[config.mk]
export PLATFORM = sky130hd
export DESIGN_NAME = utf8_overlong_sanitizer
export DESIGN_NICKNAME = d
export VERILOG_FILES = /design/src/hdl/uos_pkg.sv /design/src/hdl/utf8_overlong_sanitizer.sv /design/src/hdl/uos_front.sv /design/src/hdl/uos_queue.sv /design/src/hdl/uos_back.sv
export SDC_FILE = /design/constraint.sdc
export NUM_CORES = 1
export LEC_CHECK = 0
export BUFFER_PORTS_ARGS = -buffer_cell sky130_fd_sc_hd__clkbuf_2
export CORE_MARGIN = 1.5
export CORE_UTILIZATION = 58
export CTS_BUF_LIST = sky130_fd_sc_hd__clkbuf_2 sky130_fd_sc_hd__clkbuf_4 sky130_fd_sc_hd__clkbuf_8
export DETAILED_ROUTE_END_ITERATION = 7
export PLACE_DENSITY_LB_ADDON = 0.05
export SYNTH_ARGS = -nofsm -noshare
export SYNTH_HDL_FRONTEND = slang
export SYNTH_HIERARCHICAL = 1
export SYNTH_SLANG_ARGS = --single-unit
[constraint.sdc]
create_clock -name clk -period 5.25 [get_ports clk]
set_input_delay 0.2625 -clock clk [delete_from_list [all_inputs] [get_ports clk]]
set_output_delay 0.2625 -clock clk [all_outputs]
set_load 0.03 [all_outputs]
[src/hdl/uos_pkg.sv]
// ----------------------------------------------------------------------------
// uos_pkg
// Shared types, constants and lookup functions for the UTF-8 overlong
// sequence sanitizer.
// ----------------------------------------------------------------------------
package uos_pkg;

	localparam int unsigned BYTE_W      = 8;
	localparam int unsigned JOB_SLOTS   = 6;   // most words one input byte can cause
	localparam int unsigned CNT_W       = 3;   // holds 0..JOB_SLOTS
	localparam int unsigned HELD_DEPTH  = 4;
	localparam int unsigned QUEUE_DEPTH = 2;

	localparam logic [BYTE_W-1:0] QMARK     = 8'h3F;
	localparam logic [BYTE_W-1:0] CONT_LO   = 8'h80;
	localparam logic [BYTE_W-1:0] CONT_HI   = 8'hBF;
	localparam logic [BYTE_W-1:0] E0_HI     = 8'h9F;
	localparam logic [BYTE_W-1:0] F0_HI     = 8'h8F;
	localparam logic [BYTE_W-1:0] F4_LO     = 8'h90;

	// Sequence class, named after the lowest lead byte of each group
	typedef enum logic [2:0] {
		CLS_NONE,
		CLS_C0,
		CLS_E0,
		CLS_F0,
		CLS_F4,
		CLS_F5,
		CLS_F8,
		CLS_FC
	} seq_class_t;

	// One run of output words caused by one input word
	typedef struct packed {
		logic [JOB_SLOTS-1:0][BYTE_W-1:0] bytes;
		logic [CNT_W-1:0]                 count;
		logic                             rep;
	} job_t;

	function automatic seq_class_t classify(input logic [BYTE_W-1:0] b);
		seq_class_t c;
		case (b) inside
			8'hC0, 8'hC1:   c = CLS_C0;
			8'hE0:          c = CLS_E0;
			8'hF0:          c = CLS_F0;
			8'hF4:          c = CLS_F4;
			[8'hF5:8'hF7]:  c = CLS_F5;
			[8'hF8:8'hFB]:  c = CLS_F8;
			[8'hFC:8'hFD]:  c = CLS_FC;
			default:        c = CLS_NONE;
		endcase
		return c;
	endfunction

	// continuation bytes that complete a sequence
	function automatic logic [CNT_W-1:0] needed(input seq_class_t c);
		logic [CNT_W-1:0] n;
		case (c)
			CLS_NONE: n = 3'd0;
			CLS_C0:   n = 3'd1;
			CLS_E0:   n = 3'd2;
			CLS_F0:   n = 3'd3;
			CLS_F4:   n = 3'd3;
			CLS_F5:   n = 3'd3;
			CLS_F8:   n = 3'd4;
			CLS_FC:   n = 3'd5;
			default:  n = 3'd0;
		endcase
		return n;
	endfunction

	function automatic logic [BYTE_W-1:0] first_lo(input seq_class_t c);
		logic [BYTE_W-1:0] v;
		case (c)
			CLS_F4:  v = F4_LO;
			default: v = CONT_LO;
		endcase
		return v;
	endfunction

	function automatic logic [BYTE_W-1:0] first_hi(input seq_class_t c);
		logic [BYTE_W-1:0] v;
		case (c)
			CLS_E0:  v = E0_HI;
			CLS_F0:  v = F0_HI;
			default: v = CONT_HI;
		endcase
		return v;
	endfunction

endpackage

[src/hdl/utf8_overlong_sanitizer.sv]
// ----------------------------------------------------------------------------
// utf8_overlong_sanitizer
// Streams UTF-8 bytes through, replacing overlong and above-U+10FFFF
// sequences with a single '?'.
// ----------------------------------------------------------------------------
// Input channel: in_valid/in_ready carry one word (in_byte, end_of_string).
// Output channel: out_valid/out_ready carry one word (out_byte, replaced,
// last_of_run); last_of_run marks the final word caused by one input word.
// An input word causes 0 to 6 output words. Bytes of a suspect sequence are
// held in the front until it completes (one '?' word, replaced set), breaks
// (held bytes go out unchanged) or end_of_string flushes them.
// A word that causes output is written into the run queue when accepted and
// shows on out_* once the runs ahead of it have gone out. The front takes one
// input word per cycle until the run queue fills; the back half sends one
// output word per cycle while out_ready is high, popping a run after its last
// word. A stalled receiver backs up into in_ready after QUEUE_DEPTH runs.
// Reset (arst_n low) drops all held bytes and queued runs.
// ----------------------------------------------------------------------------
module utf8_overlong_sanitizer #(
	parameter int unsigned QUEUE_DEPTH = uos_pkg::QUEUE_DEPTH
) (
	input  logic                        clk,
	input  logic                        arst_n,
	input  logic                        in_valid,
	output logic                        in_ready,
	input  logic [uos_pkg::BYTE_W-1:0]  in_byte,
	input  logic                        end_of_string,
	output logic                        out_valid,
	input  logic                        out_ready,
	output logic [uos_pkg::BYTE_W-1:0]  out_byte,
	output logic                        replaced,
	output logic                        last_of_run
);

	logic          q_push;
	logic          q_pop;
	logic          q_full;
	logic          q_empty;
	uos_pkg::job_t q_job;
	uos_pkg::job_t q_head;

	uos_front u_front (
		.clk           (clk),
		.arst_n        (arst_n),
		.in_valid      (in_valid),
		.in_ready      (in_ready),
		.in_byte       (in_byte),
		.end_of_string (end_of_string),
		.q_full        (q_full),
		.q_push        (q_push),
		.q_job         (q_job)
	);

	uos_queue #(
		.DEPTH (QUEUE_DEPTH)
	) u_queue (
		.clk      (clk),
		.arst_n   (arst_n),
		.push     (q_push),
		.push_job (q_job),
		.pop      (q_pop),
		.full     (q_full),
		.empty    (q_empty),
		.head     (q_head)
	);

	uos_back u_back (
		.clk         (clk),
		.arst_n      (arst_n),
		.q_empty     (q_empty),
		.q_head      (q_head),
		.q_pop       (q_pop),
		.out_valid   (out_valid),
		.out_ready   (out_ready),
		.out_byte    (out_byte),
		.replaced    (replaced),
		.last_of_run (last_of_run)
	);

endmodule

[src/hdl/uos_front.sv]
// ----------------------------------------------------------------------------
// uos_front
// Classifies each input byte against the held sequence, keeps the sequence
// state and builds the run of output words the byte causes.
// ----------------------------------------------------------------------------
module uos_front (
	input  logic                        clk,
	input  logic                        arst_n,
	input  logic                        in_valid,
	output logic                        in_ready,
	input  logic [uos_pkg::BYTE_W-1:0]  in_byte,
	input  logic                        end_of_string,
	input  logic                        q_full,
	output logic                        q_push,
	output uos_pkg::job_t               q_job
);

	uos_pkg::seq_class_t               class_q;
	logic [uos_pkg::CNT_W-1:0]         hc_q;
	logic [uos_pkg::BYTE_W-1:0]        lead_q;
	logic [uos_pkg::BYTE_W-1:0]        held_q [uos_pkg::HELD_DEPTH];

	uos_pkg::seq_class_t               cls_in;
	logic                              accept;
	logic                              pend;
	logic                              match;
	logic                              complete;
	logic                              prefix;
	logic                              append_b;
	logic [uos_pkg::CNT_W-1:0]         need;
	logic [uos_pkg::CNT_W-1:0]         pos;
	logic [uos_pkg::BYTE_W-1:0]        lo;
	logic [uos_pkg::BYTE_W-1:0]        hi;
	uos_pkg::job_t                     job;

	assign in_ready = !q_full;
	assign accept   = in_valid && in_ready;

	always_comb begin
		cls_in   = uos_pkg::classify(in_byte);
		pend     = (class_q != uos_pkg::CLS_NONE);
		need     = uos_pkg::needed(class_q);
		lo       = (hc_q == '0) ? uos_pkg::first_lo(class_q) : uos_pkg::CONT_LO;
		hi       = (hc_q == '0) ? uos_pkg::first_hi(class_q) : uos_pkg::CONT_HI;
		match    = pend && (in_byte >= lo) && (in_byte <= hi) && (hc_q < need);
		complete = match && ((hc_q + 3'd1) == need);
		// held lead and continuations go out when broken, or on end of string
		prefix   = pend && (!match || (end_of_string && !complete));
		append_b = match ? (end_of_string && !complete)
		                 : ((cls_in == uos_pkg::CLS_NONE) || end_of_string);
		pos      = prefix ? (hc_q + 3'd1) : 3'd0;

		job.bytes[0] = lead_q;
		for (int i = 1; i <= uos_pkg::HELD_DEPTH; i++) begin
			job.bytes[i] = held_q[i-1];
		end
		job.bytes[uos_pkg::JOB_SLOTS-1] = in_byte;
		for (int i = 0; i < uos_pkg::JOB_SLOTS; i++) begin
			if (pos == 3'(i)) begin
				job.bytes[i] = in_byte;
			end
		end
		job.count = (prefix ? (hc_q + 3'd1) : 3'd0) + {2'b00, append_b};
		job.rep   = 1'b0;
		if (complete) begin
			job.bytes[0] = uos_pkg::QMARK;
			job.count    = 3'd1;
			job.rep      = 1'b1;
		end
	end

	assign q_job  = job;
	assign q_push = accept && (job.count != '0);

	always_ff @(posedge clk or negedge arst_n) begin
		if (!arst_n) begin
			class_q <= uos_pkg::CLS_NONE;
			hc_q    <= '0;
		end else if (accept) begin
			if (match) begin
				if (complete || end_of_string) begin
					class_q <= uos_pkg::CLS_NONE;
					hc_q    <= '0;
				end else begin
					hc_q <= hc_q + 3'd1;
				end
			end else begin
				class_q <= end_of_string ? uos_pkg::CLS_NONE : cls_in;
				hc_q    <= '0;
			end
		end
	end

	always_ff @(posedge clk) begin
		if (accept && match && !complete) begin
			held_q[hc_q[1:0]] <= in_byte;
		end
		if (accept && !match) begin
			lead_q <= in_byte;
		end
	end

endmodule

[src/hdl/uos_queue.sv]
// ----------------------------------------------------------------------------
// uos_queue
// Small FIFO of output runs between the front and back halves.
// ----------------------------------------------------------------------------
module uos_queue #(
	parameter int unsigned DEPTH = uos_pkg::QUEUE_DEPTH
) (
	input  logic          clk,
	input  logic          arst_n,
	input  logic          push,
	input  uos_pkg::job_t push_job,
	input  logic          pop,
	output logic          full,
	output logic          empty,
	output uos_pkg::job_t head
);

	localparam int unsigned PTR_W = (DEPTH > 1) ? $clog2(DEPTH) : 1;
	localparam int unsigned LVL_W = $clog2(DEPTH + 1);

	uos_pkg::job_t     mem [DEPTH];
	logic [PTR_W-1:0]  wr_ptr_q;
	logic [PTR_W-1:0]  rd_ptr_q;
	logic [LVL_W-1:0]  level_q;
	logic              do_push;
	logic              do_pop;

	assign full    = (level_q == LVL_W'(DEPTH));
	assign empty   = (level_q == '0);
	assign do_push = push && !full;
	assign do_pop  = pop && !empty;
	assign head    = mem[rd_ptr_q];

	always_ff @(posedge clk) begin
		if (do_push) begin
			mem[wr_ptr_q] <= push_job;
		end
	end

	always_ff @(posedge clk or negedge arst_n) begin
		if (!arst_n) begin
			wr_ptr_q <= '0;
			rd_ptr_q <= '0;
			level_q  <= '0;
		end else begin
			if (do_push) begin
				wr_ptr_q <= (wr_ptr_q == PTR_W'(DEPTH - 1)) ? '0 : wr_ptr_q + 1'b1;
			end
			if (do_pop) begin
				rd_ptr_q <= (rd_ptr_q == PTR_W'(DEPTH - 1)) ? '0 : rd_ptr_q + 1'b1;
			end
			if (do_push && !do_pop) begin
				level_q <= level_q + 1'b1;
			end else if (do_pop && !do_push) begin
				level_q <= level_q - 1'b1;
			end
		end
	end

endmodule

[src/hdl/uos_back.sv]
// ----------------------------------------------------------------------------
// uos_back
// Walks the head run of the queue, one word per cycle while out_ready is high.
// ----------------------------------------------------------------------------
module uos_back (
	input  logic                        clk,
	input  logic                        arst_n,
	input  logic                        q_empty,
	input  uos_pkg::job_t               q_head,
	output logic                        q_pop,
	output logic                        out_valid,
	input  logic                        out_ready,
	output logic [uos_pkg::BYTE_W-1:0]  out_byte,
	output logic                        replaced,
	output logic                        last_of_run
);

	logic [uos_pkg::CNT_W-1:0] idx_q;
	logic                      take;

	assign out_valid   = !q_empty;
	assign out_byte    = q_head.bytes[idx_q];
	assign replaced    = q_head.rep;
	assign last_of_run = (idx_q == (q_head.count - 3'd1));
	assign take        = out_valid && out_ready;
	assign q_pop       = take && last_of_run;

	always_ff @(posedge clk or negedge arst_n) begin
		if (!arst_n) begin
			idx_q <= '0;
		end else if (take) begin
			idx_q <= last_of_run ? '0 : idx_q + 3'd1;
		end
	end

endmodule

### Yosys cells after proc, flatten, opt, wreduce, memory -nomap -nowiden

Memories as Yosys holds them, arrays and structs flattened.
Cells that the tools add are included.

* register bits after elaboration: 21
* bits in latches: 0
* bits in writable memories: 136
* memory bits (read-only): 24
* input bits: 13
* output and inout bits: 12
* word-level logic and storage cells: 117
* memories kept: 3

* $add $sub $neg: 8
* multiply operators: 0
* div/mod/pow operators: 0
* $lt $le $gt $ge: 10
* equal/unequal tests: 16
* shift-type cells: 0
* mux-type cells: 35
* bitwise gates (word level): 0
* reductions and logical operators: 38

Memories
* u_queue.mem: depth 2, width 52, rd ports 1, clocked after Yosys merged registers in 0, wr ports 1, RTL line uos_queue.sv:21 `uos_pkg::job_t mem [DEPTH];`
* u_front.held_q: depth 4, width 8, rd ports 4, clocked after Yosys merged registers in 0, wr ports 1, RTL line uos_front.sv:21 `logic [uos_pkg::BYTE_W-1:0] held_q [uos_pkg::HELD_DEPTH];`
* (name not given): depth 8, width 3, rd ports 1, clocked after Yosys merged registers in 0, wr ports 0, RTL line uos_pkg.sv:58 `case (c)`

Operators with widths (count)
* two-way mux 8 bit: 6
* two-way mux 3 bit: 14
* equality test 8 bit, second input constant: 5
* binary-select mux 8 bit (select 3 bit): 1
* >= comparator 8 bit, second input constant: 3
* less-or-equal comparator 8 bit, second input constant: 3
* logical AND 1 bit: 20
* equality test 3 x 2 -> 1 bit, second input constant: 4
* two-way mux 12 bit: 1
* one-hot mux 6 bit (2 select lines): 1
* two-way mux 5 bit: 2
* zero test 3 bit: 3
* >= comparator 8 bit: 1
* less-or-equal comparator 8 bit: 1
* two-way mux 1 bit: 7
* adder 3 x 1 -> 3 bit, second input constant: 2
* equality test 3 bit: 2
* equality test 3 bit, second input constant: 2
* zero test 1 bit: 6
* two-way mux 6 bit: 1
* nonzero test 3 bit: 2
* < comparator 3 x 4 -> 1 bit, second input constant: 1
* two-way mux 2 bit: 2
* adder 3 x 1 -> 3 bit: 1
* 13 further kinds: 16

### Logic depth before layout (Yosys ltp)

* depth after elaboration: 23
* gate-level depth with buffers: 22
* depth with buffers taken out: 21

### By module

Netlist, hierarchy kept.

By module, submodules not included
* uos_queue: times used 1, cells each 181, area an instance 4200.3 um2, seq. area each 3223.1 um2
* uos_front: times used 1, cells each 220, area an instance 2806.4 um2, seq. area each 1351.3 um2
* uos_back: times used 1, cells each 63, area an instance 680.7 um2, seq. area each 75.1 um2

### Worst setup path before layout

Ideal clock, no wire load.

* path kind: register -> register
* from: register u_front/hc_q[0] in the netlist's numbering
* to: memory u_queue/mem[0][0] in the netlist's numbering (enable)
* library setup time: 462 ps
* arrival: 5278 ps
* required time: 4788 ps
* setup slack: -490 ps
* stages on the path, launching flop included: 19
* path buffers: 1
* clock period less this slack: 5740 ps
* cells stage by stage: dfrtp_1 > inv_1 > ha_1 > nor4bb_1 > and2_1 > ha_1 > and4_1 > a31oi_1 > and4b_1 > buf_6 > nor3_1 > a21oi_1 > nor2_1 > ha_1 > ha_1 > xnor2_1 > a21oi_1 > nand2_1 > nor2_1

* cells in the longest elaborated chain, start to end: 19
* elaborated cells on any way between the ends: 26
* those cells by class: 2 x add/sub; 3 x order compare; 1 x eq/ne; 7 x mux; 13 x reduce/logical

Ends and longest elaborated chain
* from (decl): RTL line uos_front.sv:19 `logic [uos_pkg::CNT_W-1:0] hc_q;`
* from (signal assigned): RTL line uos_front.sv:85 `hc_q <= hc_q + 3'd1;`
* zero test 3 bit: RTL line uos_front.sv:43, uos_front.sv:44
* two-way mux 5 bit: RTL line uos_front.sv:43 `lo = (hc_q == '0) ? uos_pkg::first_lo(class_q) : uos_pkg::CONT_LO;`
* >= comparator 8 bit: RTL line uos_front.sv:45 `match = pend && (in_byte >= lo) && (in_byte <= hi) && (hc_q < need);`
* logical AND 1 bit (3 in series): RTL line uos_front.sv:45
* logical AND 1 bit: RTL line uos_front.sv:46 `complete = match && ((hc_q + 3'd1) == need);`
* zero test 1 bit: RTL line uos_front.sv:48, uos_front.sv:49
* logical AND 1 bit: RTL line uos_front.sv:48, uos_front.sv:49
* logical OR 1 bit: RTL line uos_front.sv:48 `prefix = pend && (!match || (end_of_string && !complete));`
* [... 2 more ...]
* adder 3 x 1 -> 3 bit: RTL line uos_front.sv:63 `job.count = (prefix ? (hc_q + 3'd1) : 3'd0) + {2'b00, append_b};`
* two-way mux 12 bit *: RTL line uos_front.sv:65 `if (complete) begin`
* nonzero test 3 bit *: RTL line uos_front.sv:73 `assign q_push = accept && (job.count != '0);`
* logical AND 1 bit *: RTL line uos_front.sv:73
* via q_push: RTL line utf8_overlong_sanitizer.sv:35 `logic q_push;`
* logical AND 1 bit *: RTL line uos_queue.sv:30 `assign do_push = push && !full;`
* two-way mux 1 bit *: RTL line uos_queue.sv:35 `if (do_push) begin`
* two-way mux 1 bit (not written as such) *: RTL line uos_queue.sv:36 `mem[wr_ptr_q] <= push_job;`
* to (decl): RTL line uos_queue.sv:21

Mark *: on every way through the listed nets, which the timed path passes. The rest lies on a longest branch.

### Worst setup path in the final report

* from: register u_front/hc_q[0] in the netlist's numbering
* to: register u_queue.level_q[1]

* cells in the longest elaborated chain, start to end: 20
* elaborated cells on any way between the ends: 29
* those cells by class: 2 x add/sub; 3 x order compare; 1 x eq/ne; 6 x mux; 17 x reduce/logical

Ends and longest elaborated chain
* zero test 3 bit: RTL line uos_front.sv:43, uos_front.sv:44
* two-way mux 5 bit: RTL line uos_front.sv:43
* >= comparator 8 bit: RTL line uos_front.sv:45
* logical AND 1 bit (3 in series): RTL line uos_front.sv:45
* logical AND 1 bit: RTL line uos_front.sv:46
* zero test 1 bit: RTL line uos_front.sv:48, uos_front.sv:49
* logical AND 1 bit: RTL line uos_front.sv:48, uos_front.sv:49
* logical OR 1 bit: RTL line uos_front.sv:48
* [... 4 more ...]
* nonzero test 3 bit *: RTL line uos_front.sv:73
* logical AND 1 bit *: RTL line uos_front.sv:73
* via q_push: RTL line utf8_overlong_sanitizer.sv:35
* logical AND 1 bit *: RTL line uos_queue.sv:30
* via u_queue.do_push: RTL line uos_queue.sv:25 `logic do_push;`
* zero test 1 bit: RTL line uos_queue.sv:54 `end else if (do_pop && !do_push) begin`
* logical AND 1 bit: RTL line uos_queue.sv:54
* nonzero test 2 bit (no line)
* to (signal assigned): RTL line uos_queue.sv:53 `level_q <= level_q + 1'b1;`
* to (signal assigned): RTL line uos_queue.sv:55 `level_q <= level_q - 1'b1;`
* to (decl): RTL line uos_queue.sv:24 `logic [LVL_W-1:0] level_q;`

Marked as above.
A chain may end at the register's enable or synchronous reset.

==> flow_summary.yaml <==
outcome:
  status: "finished, final reports clean"
synthesis:
  ys_seq_area_frac: 0.605
  ys_ff_latch: 157
  syn_nets: 493
  synth_edf_count: 144
  synth_top_area_cell: "edfxtp_1"
  yosysTopAreaCellShare: 0.563
  synth_commonest_cells: "edfxtp_1, mux2_4, inv_1"
  yosys_warnings: 6
  avgSynthCellArea_sq_um: 16.6
  synth-async-reset-ratio: 0.0828
  synth_cell_types: 60
  ys_top_cells_by_area: "edfxtp_1, mux2_4, dfrtp_1"
  yosys_most_used_dff: "edfxtp_1"
  synthCells: 464
  netlist_area_sq_um: 7690
  synth_most_common_cell: "edfxtp_1"
power:
  intPower_mw: 2.84
  p_sw_mw: 1.32
  clockPowerShare: 0.244
  pwr-share-seq: 0.421
  switching_share: 0.317
  leakage_nw: 3.15
  power.density_nw_per_um2: 503
  p_comb_frac: 0.334
  ir_drop_mv: 0.264
worst_setup_path:
  reg2reg_depth: 20
  cp.required_ps: 5630
  critPathArrivalTime_ps: 4880
  worstSetupEndpointType: "flip-flop"
  crit_type: "reg2reg"
  r2r_slack_ps: 750
  timing.rr.start: "u_front/hc_q[0]"
  startpoint_type: "flip-flop"
  r2r-end: "u_queue/level_q[1]"
  critPathMaxFanout: 8
cells_and_area:
  area_growth_pct: 7.37
  drive_gt1_frac: 0.336
  design_area_sq_um: 8250
  nets: 510
  fin_util: 0.646
  antenna_cells: 0
  fillers: 893
sta:
  slew_headroom: 0.346
  fin_crit_sh: 0.858
  worst_slew_pin_slew_ps: 980
  finalSetupViolations: 0
  rsz0062_at_grt: "false"
  finalCriticalPeriod_ps: 4500
  hold_viol_final: 0
  fin_skew_ps: 11.5
  fmax_mhz: 222
  maxSlewViolCount: 0
  fin_tns_setup_ps: 0
clock_tree:
  clkSinkCount: 157
  clockBufferDepth: 2
  clk_latency_ps: 450
  cts_resized: 0
  cts_buffers: 17
  htreeDepth: 4
  clk_pin_slew_ps: 80
  root_buffer: "clkbuf_8"
  cts_tree: "done"
place:
  port_buffers: 24
  dpl.hpwl_mm: 8.91
  dpl_cell_area_sq_um: 7780
  gp_congestion: 0.837
detailed_routing:
  vias: 3815
  wl_per_cell_um: 20.9
  first_pass_iters: 4
  wirelength_mm: 13.9
  ant_nets: 0
  vias_per_cell: 5.73
  drc: 0
  drtIter0Drc: 265
floorplan:
  fp.dieW_um: 118
  rows: 41
  core-area_sq_um: 12800
  start_util: 0.602
  io_pins: 25
  dieArea_sq_um: 14000
  die_h_um: 118
global_route:
  grt-ovfl-total: 0
  grt_pass1_wl_mm: 21.9
  track_usage: 0.215
  antenna_found_initial: 0
  grt_pass1_vias: 3922
  grt_max_degree: 53
min_path:
  worstHoldEndpoint: "u_front/class_q[0]"
  hold_depth: 2
  hold_class: "in2reg"
  hp-start: "end_of_string"
job:
  cap_violations: 0
-- final cells by class --
type / count / area, sq um / area share
Sequential cell: 157 / 4650 / 0.564
Multi-Input combinational cell: 247 / 2640 / 0.320
Clock buffer: 18 / 241 / 0.0293
Clock inverter: 14 / 218 / 0.0264
Tap cell: 172 / 215 / 0.0261
Timing Repair Buffer: 31 / 188 / 0.0227
Inverter: 27 / 101 / 0.0123
-- stage by stage --
| step | hold slack (ps) | std cells | setup slack, ps | power, mW |
|---|---|---|---|---|
| floorplan | -33.1 | 464 | 376 | 2.95 |
| global placement | 196 | 633 | 1020 | 3.17 |
| detailed placement | 204 | 633 | 830 | 3.19 |
| CTS | 81.8 | 666 | 798 | 4.20 |
| global route | 86.4 | 666 | 298 | 4.36 |
| finish | 117 | 666 | 748 | 4.15 |
-- critical path, stage by stage (launching register included) --
cell and delay (ps):
dfrtp_1 460, inv_1 200, ha_1 210, nor4bb_1 390, and2_1 190, ha_1 220
and4_1 190, a31oi_1 220, and4b_1 350, nor3_1 200, a21oi_1 100, nor2_1 120
ha_1 150, ha_1 230, nor3_1 190, a21oi_1 100, nand2_1 170, inv_1 70
ha_1 320, nor2_1 150, xor2_1 170
-- flip-flops by register name (all words and copies together) (netlist names) --
signal            cells
u_front/hc_q          3
u_queue/mem         104
u_queue/rd_ptr_q      1
u_queue/wr_ptr_q      1
u_front/lead_q        8
u_queue/level_q       2
u_front/class_q       3
u_back/idx_q          3
u_front/held_q       32
-- how the worst max path moves through the flow --
stage / startpoint / endpoint / slack [ps] / depth (start not counted)
6_report: u_front/hc_q[0] / u_queue/level_q[1] / 750 / 20
3_5_place_dp: u_front/hc_q[0] / u_queue/level_q[1] / 830 / 20
5_1_grt: u_front/hc_q[0] / u_queue/level_q[1] / 300 / 21
2_1_floorplan: u_front/hc_q[0] / u_queue/mem[0][0] / 380 / 18
4_1_cts: u_front/hc_q[0] / u_queue/level_q[1] / 800 / 20
3_3_place_gp: u_front/hc_q[0] / u_queue/level_q[1] / 1020 / 21
-- power groups by stage --
stage	clock network, mW	logic (mW)	registers, mW
3_3_place_gp	0	1.40	1.77
6_report	1.01	1.39	1.75
5_1_grt	1.09	1.49	1.77
3_5_place_dp	0	1.41	1.78
2_1_floorplan	0	1.24	1.71
4_1_cts	1.03	1.41	1.75
-- routing by layer --
metal | vias to the layer above | global-route usage | wire [um]
li1 | 1792 | - | -
met1 | 1914 | 0.281 | 6010
met2 | 86 | 0.356 | 7090
met3 | 23 | 0.0412 | 516
met4 | 0 | 0.0899 | 272
met5 | - | 0 | 0
-- cell families (layout without fill, tap and decap cells) --
group           after synthesis  in the layout  synth area share
simple gates                 77             77            0.0618
xor+xnor                     12             12            0.0186
mux                         102            102             0.199
fa+ha+maj                    16             16            0.0260
buf+inv                      60             90            0.0532
compound gates               40             40            0.0363
flops                       157            157             0.605
-- repair_timing --
| item | in CTS | in global routing |
|---|---|---|
| hold buffers | 1 | 0 |
| setup buffers | 0 | 0 |
| endpoints found under the hold margin | 13 | 0 |
-- cell usage in the layout (no fill, tap or decap), types with 7 or more instances in the layout --
| master | synthesis | layout |
|---|---|---|
| a21oi_1 | 10 | 10 |
| and2_1 | 7 | 7 |
| edfxtp_1 | 144 | 144 |
| nor3_1 | 9 | 9 |
| mux2_4 | 73 | 73 |
| clkbuf_2 | 0 | 24 |
| mux2_2 | 12 | 12 |
| ha_1 | 16 | 16 |
| o22ai_1 | 8 | 8 |
| mux4_1 | 8 | 8 |
| mux2i_1 | 9 | 9 |
| dfrtp_1 | 13 | 12 |
| nand2_1 | 12 | 12 |
| clkbuf_8 | 0 | 17 |
| nor2_1 | 12 | 11 |
| inv_1 | 27 | 27 |
Power figures use the tool's default switching activity.
